$ cat src/rtl/assert_macros.svh
// ---------------------------------------------------------------------------
// Assertion macros
// Shared concurrent assertion forms, clocked on clk_i and held off in reset.
// ---------------------------------------------------------------------------
`ifndef ASSERT_MACROS_SVH
`define ASSERT_MACROS_SVH

// Property must hold at every clock edge outside reset.
`define FDF_ASSERT(label, prop, msg) \
  label: assert property (@(posedge clk_i) disable iff (!rst_ni) prop) else $error(msg);

// Condition must never be seen at a clock edge outside reset.
`define FDF_NEVER(label, cond, msg) \
  label: assert property (@(posedge clk_i) disable iff (!rst_ni) !(cond)) else $error(msg);

`endif

$ cat src/rtl/fdf_pkg.sv
// ---------------------------------------------------------------------------
// Despeckle filter package
// Payload types, register indexes and constants of the despeckle filter.
// ---------------------------------------------------------------------------
`default_nettype none

package fdf_pkg;

  localparam int DEF_MAX_COLS = 1024;
  localparam int DEF_MAX_ROWS = 1024;

  localparam int LEVEL_W = 4;
  localparam int GLYPH_W = 7;
  localparam int CFG_W     = 11;
  localparam int CFG_IDX_W = 4;

  localparam logic [LEVEL_W-1:0] LEVEL_MAX = 4'd9;

  localparam logic [CFG_W-1:0] CFG_RESET_COLS = 11'd64;
  localparam logic [CFG_W-1:0] CFG_RESET_ROWS = 11'd64;

  localparam logic [CFG_IDX_W-1:0] CFG_FRAME_COLS = 4'd0;
  localparam logic [CFG_IDX_W-1:0] CFG_FRAME_ROWS = 4'd1;

  localparam logic OP_PIXEL = 1'b0;
  localparam logic OP_FLUSH = 1'b1;

  // Output buffer between the filter stage and the result channel.
  localparam int FIFO_DEPTH = 3;
  localparam int FIFO_CNT_W = $clog2(FIFO_DEPTH + 1);

  typedef struct packed {
    logic               op;
    logic [LEVEL_W-1:0] level;
  } in_item_t;

  typedef struct packed {
    logic [LEVEL_W-1:0] out_level;
    logic [GLYPH_W-1:0] glyph;
    logic               row_end;
    logic               frame_end;
  } out_item_t;

  // Character shown for each gray level.
  function automatic logic [GLYPH_W-1:0] glyph_of(input logic [LEVEL_W-1:0] lvl);
    logic [GLYPH_W-1:0] g;
    case (lvl)
      4'd0:    g = 7'h20;  // space
      4'd1:    g = 7'h2E;  // .
      4'd2:    g = 7'h60;  // `
      4'd3:    g = 7'h3A;  // :
      4'd4:    g = 7'h7E;  // ~
      4'd5:    g = 7'h2A;  // *
      4'd6:    g = 7'h3D;  // =
      4'd7:    g = 7'h21;  // !
      4'd8:    g = 7'h25;  // %
      default: g = 7'h23;  // #
    endcase
    return g;
  endfunction

endpackage

`default_nettype wire

$ cat src/rtl/fdf_out_fifo.sv
// ---------------------------------------------------------------------------
// Despeckle filter output buffer
// Small register FIFO that decouples the filter stage from the result channel.
// ---------------------------------------------------------------------------
`default_nettype none

`include "assert_macros.svh"

module fdf_out_fifo import fdf_pkg::*; (
  input  logic                  clk_i,
  input  logic                  rst_ni,
  input  logic                  push_i,
  input  out_item_t             push_item_i,
  output logic [FIFO_CNT_W-1:0] count_o,
  output logic                  out_valid_o,
  input  logic                  out_ready_i,
  output out_item_t             out_item_o
);

  localparam int PtrW = $clog2(FIFO_DEPTH);

  out_item_t             buf_q [FIFO_DEPTH];
  logic [PtrW-1:0]       wr_ptr_q, wr_ptr_d;
  logic [PtrW-1:0]       rd_ptr_q, rd_ptr_d;
  logic [FIFO_CNT_W-1:0] count_q, count_d;
  logic                  pop;

  assign pop         = out_valid_o && out_ready_i;
  assign out_valid_o = (count_q != '0);
  assign out_item_o  = buf_q[rd_ptr_q];
  assign count_o     = count_q;

  always_comb begin
    wr_ptr_d = wr_ptr_q;
    rd_ptr_d = rd_ptr_q;
    count_d  = count_q;
    if (push_i) begin
      wr_ptr_d = (wr_ptr_q == PtrW'(FIFO_DEPTH - 1)) ? '0 : wr_ptr_q + PtrW'(1);
    end
    if (pop) begin
      rd_ptr_d = (rd_ptr_q == PtrW'(FIFO_DEPTH - 1)) ? '0 : rd_ptr_q + PtrW'(1);
    end
    if (push_i && !pop) begin
      count_d = count_q + FIFO_CNT_W'(1);
    end else if (pop && !push_i) begin
      count_d = count_q - FIFO_CNT_W'(1);
    end
  end

  always_ff @(posedge clk_i or negedge rst_ni) begin
    if (!rst_ni) begin
      wr_ptr_q <= '0;
      rd_ptr_q <= '0;
      count_q  <= '0;
    end else begin
      wr_ptr_q <= wr_ptr_d;
      rd_ptr_q <= rd_ptr_d;
      count_q  <= count_d;
    end
  end

  always_ff @(posedge clk_i) begin
    if (push_i) begin
      buf_q[wr_ptr_q] <= push_item_i;
    end
  end

  `FDF_NEVER(a_push_full, push_i && !pop && count_q == FIFO_CNT_W'(FIFO_DEPTH), "push into full output buffer")
  `FDF_NEVER(a_cnt_range, count_q > FIFO_CNT_W'(FIFO_DEPTH), "output buffer count out of range")
  `FDF_ASSERT(a_cnt_up, push_i && !pop |=> count_q == $past(count_q) + 1'b1, "count did not advance on push")

endmodule

`default_nettype wire

$ cat config.mk
export PLATFORM = sky130hd
export DESIGN_NAME = fdf_out_fifo
export DESIGN_NICKNAME = d
export VERILOG_FILES = /design/src/rtl/fdf_pkg.sv /design/src/rtl/fdf_out_fifo.sv
export VERILOG_INCLUDE_DIRS = /design/src /design/src/rtl
export SDC_FILE = /design/constraint.sdc
export NUM_CORES = 1
export LEC_CHECK = 0
export BUFFER_PORTS_ARGS = -buffer_cell sky130_fd_sc_hd__buf_2
export CORE_UTILIZATION = 40
export CTS_BUF_LIST = sky130_fd_sc_hd__clkbuf_8
export DETAILED_ROUTE_END_ITERATION = 16
export GPL_TIMING_DRIVEN = 0
export PLACE_DENSITY_LB_ADDON = 0.25
export SLEW_MARGIN = 5
export SYNTH_ARGS = -nofsm -noshare
export SYNTH_HDL_FRONTEND = slang
export SYNTH_SLANG_ARGS = --single-unit
$ cat constraint.sdc
create_clock -name clk_i -period 3.8 [get_ports clk_i]
set_input_delay 0.38 -clock clk_i [delete_from_list [all_inputs] [get_ports clk_i]]
set_output_delay 0.38 -clock clk_i [all_outputs]
set_load 0.01 [all_outputs]
# After elaboration in Yosys (flattened, before gate mapping)
# Memory sizes are Yosys's and may differ from the RTL's.
# Cells that the tools add are included.
[word_totals] regBits=6 ramBits=39 input_bits=17 wordCells=23 mem_count=1
[classes] addsub=4 n_eq_ne=2 n_mux=6 reduce_logical=7
[mem_list] memory="buf_q" words=3 word_bits=13 rd=1 rd_clocked_by_memory_dff=0 wr=1 line="fdf_out_fifo.sv:22" rtl="out_item_t buf_q [FIFO_DEPTH];"
[ops] operator="$mux 2" count=4
[ops] operator="$add 2x1->2 const B" count=3
[ops] operator="$eq 2x2->1 const B" count=2
[ops] operator="$reduce_bool 2->1" count=2
[ops] operator="$logic_and 1x1->1" count=3
[ops] operator="$logic_not 1->1" count=2
[ops] operator="$mux 1" count=2
[ops] operator="$sub 2x1->2 const B" count=1

# Depth between registers and ports, before layout
# Gate-level depths: netlist of run 1.
[depth] ltp_word=5 depth_mapped=5 depth_no_buf=5

# Worst setup path after synthesis of run 1
# OpenSTA, ideal clock, no wires.
[synth_path] path_kind="input to register" startpoint="input port push_i" endpoint="memory buf_q[2][0] (netlist bit) (enable)" t_arrival_ns=1.463 slack_ns=1.934 path_stages=2 path_buffers=0 cell_sequence="inv_1 nor3b_1"
[synth_via] elab_chain_len=2
[synth_lines] item="start, declared" line="fdf_out_fifo.sv:12" rtl="input logic push_i,"
[synth_lines] item="$mux 1" line="fdf_out_fifo.sv:63" rtl="if (push_i) begin"
[synth_lines] item="$mux 1 (implied by the code)" line="fdf_out_fifo.sv:64" rtl="buf_q[wr_ptr_q] <= push_item_i;"
[synth_lines] item="end, declared" line="fdf_out_fifo.sv:22"
# No other way between the ends.

==> impl_metrics.tcl, run 1 <==
set metrics [dict create \
    port_buffers 32 \
    synth-seq-area-share 0.758 \
    fmax_ghz 0.567 \
    antenna_found_initial 0 \
    ir_drop_mv 0.340 \
    wl_met1_mm 1.21 \
    regArea_um2 1320 \
    finalClockSkew_ns 0.0111 \
    grt_pass1_wl_mm 4.70 \
    rsz0062_at_grt "no" \
    drv_slew 0 \
    die_y_um 68.0 \
    start_util 0.427 \
    worstSetupPathType "reg2out" \
    r2r_cells 2 \
    setup_viol 0 \
    layout_min_cycle_time_ns 1.76 \
    drv_cap 0 \
    ant_nets 0 \
    drt-total-wl_mm 2.88 \
    dp_hpwl_mm 1.97 \
    outcome "finished clean" \
    hp-class "in2reg" \
    wl_met2_mm 1.47 \
    worstMarginPinSlew_ns 0.816 \
    die_width_um 68.0 \
    ios 33 \
    crit_arrival_ns 1.38 \
    ctsHoldBuffers 1 \
    clk_path_buf_depth 2 \
    synth.avg_cell_area_um2 16.1 \
    cts-root-buf "clkbuf_8" \
    area_delta_synth_final_pct 20.2 \
    clock_sinks 45 \
    cts_tree "done" \
    path_max_fanout 10 \
    vias 994 \
    htree_levels 2 \
    drc 0 \
    cp-end-kind "output port" \
    drive_gt1_frac 0.344 \
    cts_setup_buffers 0 \
    clk_pin_slew_ns 0.09 \
    ys_warn_count 0 \
    yosys_register_bits 45 \
    syn_nets 126 \
    coreArea_um2 4090 \
    cp_data_required_time_ns 3.42 \
    num_rows 23 \
    diodes 0 \
    post_cts_resized 0 \
    cts_buffers 5 \
    fin_nets 168 \
    gp_congestion 0.707 \
    synth_cell_types 22 \
    via_per_inst 4.95 \
    post-route-period-util 0.464 \
    grt_max_degree 15 \
    highest_layer "met4" \
    grt_pass1_vias 1002 \
    leakage_uw 0.000819 \
    syn_inst 108 \
    whs_path_depth 1 \
    clk_latency_ns 0.30 \
    die-area_um2 4630 \
    instances_no_fill 201 \
    grtUsageTotal 0.148 \
    netlist_area_um2 1740 \
    wire_per_inst_um 14.3 \
    multi_input_area_um2 382 \
    dp_cells 192 \
    drt_iter0_drc 38 \
    finalPower_uw 1510 \
    wl_met3_um 160 \
    p_per_area_nw_per_um2 723 \
    start_kind "register" \
    max_slew_margin 0.456 \
    finalHoldViolations 0 \
    finalSetupTns_ns 0 \
    num-fill-cells 355 \
    drtPass1Iterations 4 \
    overflow 0 \
]
cells in the final DEF (no fill, tap or decap):
cell / netlist / layout
xor2_1: 2 / 2
nor2_1: 2 / 1
mux2i_1: 13 / 13
buf_4: 1 / 2
dfrtp_1: 6 / 6
dlygate4sd3_1: 0 / 1
edfxtp_1: 39 / 39
o21ai_2: 1 / 1
ha_1: 1 / 1
buf_2: 2 / 34
nor3b_2: 0 / 1
o21ai_0: 6 / 6
nor3_2: 1 / 2
buf_12: 1 / 1
xnor2_1: 1 / 1
o21ai_1: 8 / 8
nor2_2: 0 / 1
clkinvlp_4: 0 / 2
nand2b_1: 1 / 1
a21o_1: 3 / 3
clkbuf_8: 0 / 5
or2_2: 1 / 1
nand2_1: 15 / 15
buf_6: 1 / 2
inv_1: 1 / 2
kinds of logic after synthesis:
family / Yosys count / synth area share
flip-flops: 45 / 0.758
XOR/XNOR: 3 / 0.0151
adder cells (fa/ha/maj): 1 / 0.00718
multiplexers: 13 / 0.0747
AND/OR/NAND/NOR: 22 / 0.0567
AO/OA/AOI/OAI: 18 / 0.0581
buffers and inverters: 6 / 0.0302
final timing paths:
path,from,end,slack [ns]
worst max-delay path,rd_ptr_q[1],out_item_o[3],2.04
worst min-delay path,push_item_i[7],buf_q[2][7],0.28
worst max register to register,wr_ptr_q[1],buf_q[0][8],2.14
worst min register to register,count_o[1],count_o[1],0.53
max in group asynchronous,rst_ni,wr_ptr_q[0],3.22
min in group asynchronous,rst_ni,count_o[0],0.44
layout make-up:
| class | instances | area share |
|---|---|---|
| repair buffers | 35 | 0.0902 |
| clock buffers | 5 | 0.0329 |
| plain buffers | 5 | 0.0233 |
| well taps | 50 | 0.0299 |
| multi-input cells | 57 | 0.182 |
| flip-flops and latches | 45 | 0.631 |
| inverters | 1 | 0.00179 |
| clock inverters | 3 | 0.00896 |
cells in the mapped netlist, drive strengths merged:
master,number,share of area
xnor2,1,0.0050
nor2,2,0.0043
nor3,2,0.0086
nor3b,1,0.0043
inv,1,0.0022
buf,5,0.028
mux2i,13,0.075
a21o,3,0.013
xor2,2,0.010
or2,1,0.0036
o21ai,15,0.045
dfrtp,6,0.086
ha,1,0.0072
edfxtp,39,0.67
nand2,15,0.032
nand2b,1,0.0036
power by group:
part	leakage [uW]	internal [uW]	total [uW]	switching, uW
sequential	0.000434	644	689	44.7
combinational	0.000344	238	545	307
clock	0.0000416	127	279	153
total	0.000819	1010	1510	504
per-stage QoR:
| step | setup slack (ns) | hold WS, ns | instance area, um^2 | utilization |
|---|---|---|---|---|
| finish | 2.04 | 0.279 | 2090 | 0.513 |
| global route | 1.90 | 0.271 | 2090 | 0.513 |
| CTS | 1.86 | 0.274 | 2090 | 0.512 |
| detailed placement | 1.79 | 0.209 | 1990 | 0.488 |
| global placement | 1.18 | 0.207 | 1970 | 0.481 |
| floorplan | 1.93 | 0.0844 | 1740 | - |
layer usage:
metal / up-vias / track usage
met2: 24 / 0.254
met4: 0 / 0.0625
met5: - / 0
li1: 483 / -
met3: 5 / 0.0550
met1: 482 / 0.164
sequential cells by signal, indices dropped and copies added, names as in the netlist:
| name | cells |
|---|---|
| wr_ptr_q | 2 |
| buf_q | 39 |
| rd_ptr_q | 2 |
| count_o | 2 |
worst max-delay path, cell delays in order, from the launching register on:
cell	delay, ns
dfrtp_1	0.34
buf_4	0.17
buf_2	0.24
nand2_1	0.07
o21ai_0	0.09
buf_2	0.17
(Power assumes the default switching activity.)
==> run 2, diff against run 1 <==
Clock period 3.8 ns to 1.6 ns, I/O delays scaled along.
==> impl_metrics.tcl, run 2 (synthesized netlist as in run 1, its figures left out) <==
set metrics [dict create \
    outcome "finished clean" \
    overflow 0 \
    coreArea_um2 4090 \
    die_y_um 68.0 \
    cp-end-kind "output port" \
    leakage_uw 0.000840 \
    drc 0 \
    clk_latency_ns 0.30 \
    finalClockSkew_ns 0.00623 \
    dp_cells 190 \
    fmax_ghz 0.662 \
    dp_hpwl_mm 1.98 \
    rsz0062_at_grt "no" \
    power_switching_uw 1220 \
    drive_gt1_frac 0.349 \
    top_register "buf_q" \
    worstSetupPathType "reg2out" \
    clkPwrFrac 0.179 \
    multi_input_area_um2 399 \
    diodes 0 \
    setup_viol 0 \
    drv_slew 0 \
    clock_sinks 45 \
    comb_power_share 0.369 \
    path_max_fanout 10 \
    ios 33 \
    num_rows 23 \
    start_util 0.427 \
    max_slew_margin 0.682 \
    hold_end "buf_q[1][4]" \
    final_common_cell "edfxtp_1" \
    layout_min_cycle_time_ns 1.51 \
    regArea_um2 1320 \
    switching_share 0.334 \
    area_delta_synth_final_pct 22.1 \
    grtUsageTotal 0.149 \
    r2r_cells 5 \
    grt_pass1_wl_mm 4.71 \
    die_width_um 68.0 \
    hp-class "in2reg" \
    gp_congestion 0.699 \
    start_kind "register" \
    rrSetupSlack_ns 0.19 \
    worstMarginPinSlew_ns 0.476 \
    utilization 0.521 \
    post-route-period-util 0.945 \
    clk_pin_slew_ns 0.08 \
    cts_buffers 5 \
    whs_path_depth 1 \
    ir_drop_mv 0.713 \
    drv_cap 0 \
    finalHoldViolations 0 \
    ant_nets 0 \
    min_from "push_item_i[4]" \
    htree_levels 2 \
    port_buffers 32 \
    rr_endpoint "count_o[1]" \
    vias 1023 \
    fin_nets 169 \
    instances_no_fill 202 \
    largest_reg_flops 39 \
    crit_arrival_ns 1.35 \
    layout_common_cells "edfxtp_1, buf_2, nand2_1, mux2i_1, o21ai_1" \
    cts_tree "done" \
    drt-total-wl_mm 3.12 \
    grt_max_degree 15 \
    p_per_area_nw_per_um2 1720 \
    antenna_found_initial 0 \
    wire_per_inst_um 15.4 \
    cp_data_required_time_ns 1.44 \
    drt_iter0_drc 82 \
    p_int_uw 2440 \
    num-fill-cells 373 \
    drtPass1Iterations 3 \
    grt_pass1_vias 975 \
    via_per_inst 5.06 \
    die-area_um2 4630 \
    cts-root-buf "clkbuf_8" \
    clk_path_buf_depth 2 \
    worstReg2RegStart "count_o[0]" \
    seqPwrFrac 0.452 \
]
==> run 2: layer usage <==
layer | track usage | up-vias | routed length, um
met5 | 0 | - | 0
met4 | 0.0625 | 0 | 51
met3 | 0.0517 | 6 | 153
met2 | 0.255 | 25 | 1680
met1 | 0.168 | 503 | 1230
li1 | - | 489 | -
==> run 2: critical path, stage by stage (launching register included) <==
cell     delay (ns)
dfrtp_1        0.37
buf_6          0.14
buf_12         0.15
mux2i_1        0.12
o21ai_1        0.13
buf_2          0.15
==> run 2: area by class of cell <==
cell class,count,share of cell area
clock inverter,3,0.00647
timing repair buffer,36,0.0964
inverter,1,0.00176
multi-input combinational,57,0.188
buffer,5,0.0253
tap,50,0.0294
clock buffer,5,0.0323
sequential,45,0.621
==> run 2: worst max path at each step <==
stage / startpoint / to / slack (ns)
6_report: rd_ptr_q[0] / out_item_o[0] / 0.09
5_1_grt: rd_ptr_q[0] / out_item_o[2] / 0.004
4_1_cts: wr_ptr_q[1] / buf_q[0][1] / 0.02
3_5_place_dp: wr_ptr_q[0] / buf_q[1][7] / -0.31
3_3_place_gp: wr_ptr_q[0] / buf_q[1][1] / -0.26
2_1_floorplan: wr_ptr_q[0] / buf_q[1][0] / 0.16
==> run 2: power by group through the flow <==
stage	registers [uW]	logic, uW	clock network, uW
2_1_floorplan	1650	836	0
3_3_place_gp	1650	1270	0
3_5_place_dp	1670	1300	0
4_1_cts	1650	1330	673
5_1_grt	1680	1490	712
6_report	1660	1350	657
==> run 2: stage by stage <==
stage	setup slack, ns	setup TNS, ns	power [uW]	hold WS [ns]	cell area, um^2
after floorplan	0.163	0	2490	-0.136	1750
after global placement	-0.259	-8.10	2920	-0.0131	1980
after detailed placement	-0.314	-10.57	2970	-0.0121	1980
after CTS	0.0208	0	3650	0.0526	2090
after global routing	0.00361	0	3880	0.0544	2130
final	0.0887	0	3660	0.0595	2130
==> run 2: repair_timing <==
item / in CTS / in global routing
pin swaps: 0 / 1
cloned: 0 / 0
gates resized for setup: 4 / 4
hold buffers: 1 / 0
buffers inserted: 0 / 3
endpoints found under the setup margin: 41 / 37
hold endpoints to repair: 6 / 0
==> run 3, diff against run 2 <==
Clock period 1.6 ns to 1.3 ns, I/O delays scaled along.
==> impl_metrics.tcl, run 3 (synthesized netlist as in run 1, its figures left out) <==
set metrics [dict create \
    overflow 0 \
    fin_nets 192 \
    start_kind "register" \
    gp_congestion 0.654 \
    clk_pin_slew_ns 0.08 \
    layout_min_cycle_time_ns 1.49 \
    rsz0062_at_grt "yes" \
    worstReg2RegStart "count_o[0]" \
    drc 0 \
    final_common_cell "edfxtp_1" \
    worstSetupPathType "reg2out" \
    grtUsageTotal 0.162 \
    coreArea_um2 4090 \
    port_buffers 32 \
    antenna_found_initial 0 \
    layout_common_cells "edfxtp_1, buf_2, buf_4, nand2_1" \
    die_width_um 68.0 \
    cp-end-kind "output port" \
    cp-endpoint "out_item_o[2]" \
    diodes 0 \
    dpl-instance-area_um2 1980 \
    violations "negative setup slack" \
    rrSetupSlack_ns 0.05 \
    drt_iter0_drc 28 \
    p_per_area_nw_per_um2 2270 \
    cp_num_buf_inv 3 \
    wire_per_inst_um 15.4 \
    cp_slowest_cell "dfrtp_1" \
    clk_path_buf_depth 2 \
    drtPass1Iterations 4 \
    ant_nets 0 \
    use_met1 0.176 \
    grt_pass1_vias 1053 \
    leakage_uw 0.00100 \
    r2r_cells 5 \
    grt_pass1_wl_mm 5.04 \
    crit_arrival_ns 1.36 \
    largest_reg_flops 39 \
    finalClockSkew_ns 0.00980 \
    seqPwrFrac 0.362 \
    drv_slew 0 \
    p_int_uw 3860 \
    post-route-period-util 1.15 \
    max_slew_margin 0.840 \
    drv_cap 0 \
    place_ws_ns -0.507 \
    cp_data_required_time_ns 1.17 \
    cts-root-buf "clkbuf_8" \
    ir_drop_mv 0.969 \
    setup_viol 13 \
    htree_levels 2 \
    hp-class "in2reg" \
    drive_gt1_frac 0.497 \
    area_delta_synth_final_pct 43.2 \
    worstMarginPinSlew_ns 0.240 \
    cts_tree "done" \
    comb_power_share 0.497 \
    ios 33 \
    switching_share 0.318 \
    clkPwrFrac 0.141 \
    die_y_um 68.0 \
    vias 1090 \
    rr_endpoint "count_o[1]" \
    fmax_ghz 0.671 \
    met2_usage 0.283 \
    crit_start "rd_ptr_q[0]" \
    critical_path.top_delay_family "buffers and inverters" \
    via_per_inst 4.84 \
    start_util 0.427 \
    max_stage_delay_ns 0.39 \
    die-area_um2 4630 \
    clock_sinks 45 \
    cp_num_cells 5 \
    path_max_fanout 8 \
    power_switching_uw 1800 \
    crit_chain "buf_6 -> clkbuf_16 -> mux2i_1 -> o21ai_1 -> buf_2" \
    utilization 0.611 \
    grt-busiest-layer "met2" \
    setup_ws_ns -0.190 \
    outcome "finished, violations left" \
    gr-usage-met3 0.0583 \
    num_rows 23 \
    drt-total-wl_mm 3.46 \
    grt_max_degree 14 \
    dp_hpwl_mm 1.92 \
    clk_latency_ns 0.30 \
    finalHoldViolations 0 \
    final_cell_area_um2 2500 \
    cts_buffers 5 \
    top_register "buf_q" \
]
run 3: cell types whose count changed in the layout (fill, tap and decap cells not counted), sizes merged:
cell      previous run  this run
buf                 40        62
clkinv               2         0
clkbuf               5         6
clkinvlp             0         1
inv                  2         3
run 3: worst min path at each step:
stage                         to  slack (ns)  cells after the start             from
global route        buf_q[1][10]        0.01                      1  push_item_i[10]
global placement     wr_ptr_q[0]       -0.04                      1           rst_ni
floorplan             count_o[0]       -0.17                      0           rst_ni
detailed placement   wr_ptr_q[1]       -0.04                      1           rst_ni
CTS                  buf_q[1][3]        0.02                      1   push_item_i[3]
finish               buf_q[1][3]        0.03                      1   push_item_i[3]
run 3: cell type report:
class                      count  area (um^2)
fill                         307         1590
sequential                    45         1330
timing repair buffer          59          502
multi-input combinational     57          447
buffer                         5         72.6
clock buffer                   5         68.8
tap                           50         62.6
clock inverter                 3         15.0
inverter                       1         3.75
run 3: worst reg2reg max path, stage by stage (launching register included):
cell,delay [ns]
dfrtp_2,0.44
o21ai_4,0.20
ha_4,0.16
xor2_1,0.17
nor2_2,0.05
xor2_1,0.14
run 3: metrics by stage:
step           instances  hold WS [ns]  total power [uW]  setup TNS, ns
6_report             225        0.0265              5660          -2.23
3_5_place_dp         190       -0.0398              3650         -15.96
3_3_place_gp         190       -0.0406              3600         -15.16
4_1_cts              221        0.0193              5360          -2.12
5_1_grt              225        0.0147              5960          -3.09
2_1_floorplan        108        -0.166              3070          -3.02
run 3: routing by layer:
metal / wire length, um / up-vias
met3: 146 / 7
met5: 0 / -
li1: - / 529
met2: 1870 / 26
met1: 1390 / 528
met4: 57 / 0
run 3: power by group through the flow:
stage               clock [uW]  combinational (uW)  sequential (uW)
floorplan                    0                1030             2040
global route               890                3000             2070
detailed placement           0                1600             2050
finish                     800                2810             2050
global placement             0                1570             2030
CTS                        821                2510             2030
run 3: repair_timing:
action / CTS / global route
resized for setup: 25 / 9
cloned: 2 / 1
setup buffers: 20 / 3
endpoints found under the setup margin: 56 / 23
hold buffers: 1 / 0
pin swaps: 5 / 2
endpoints found under the hold margin: 6 / 0
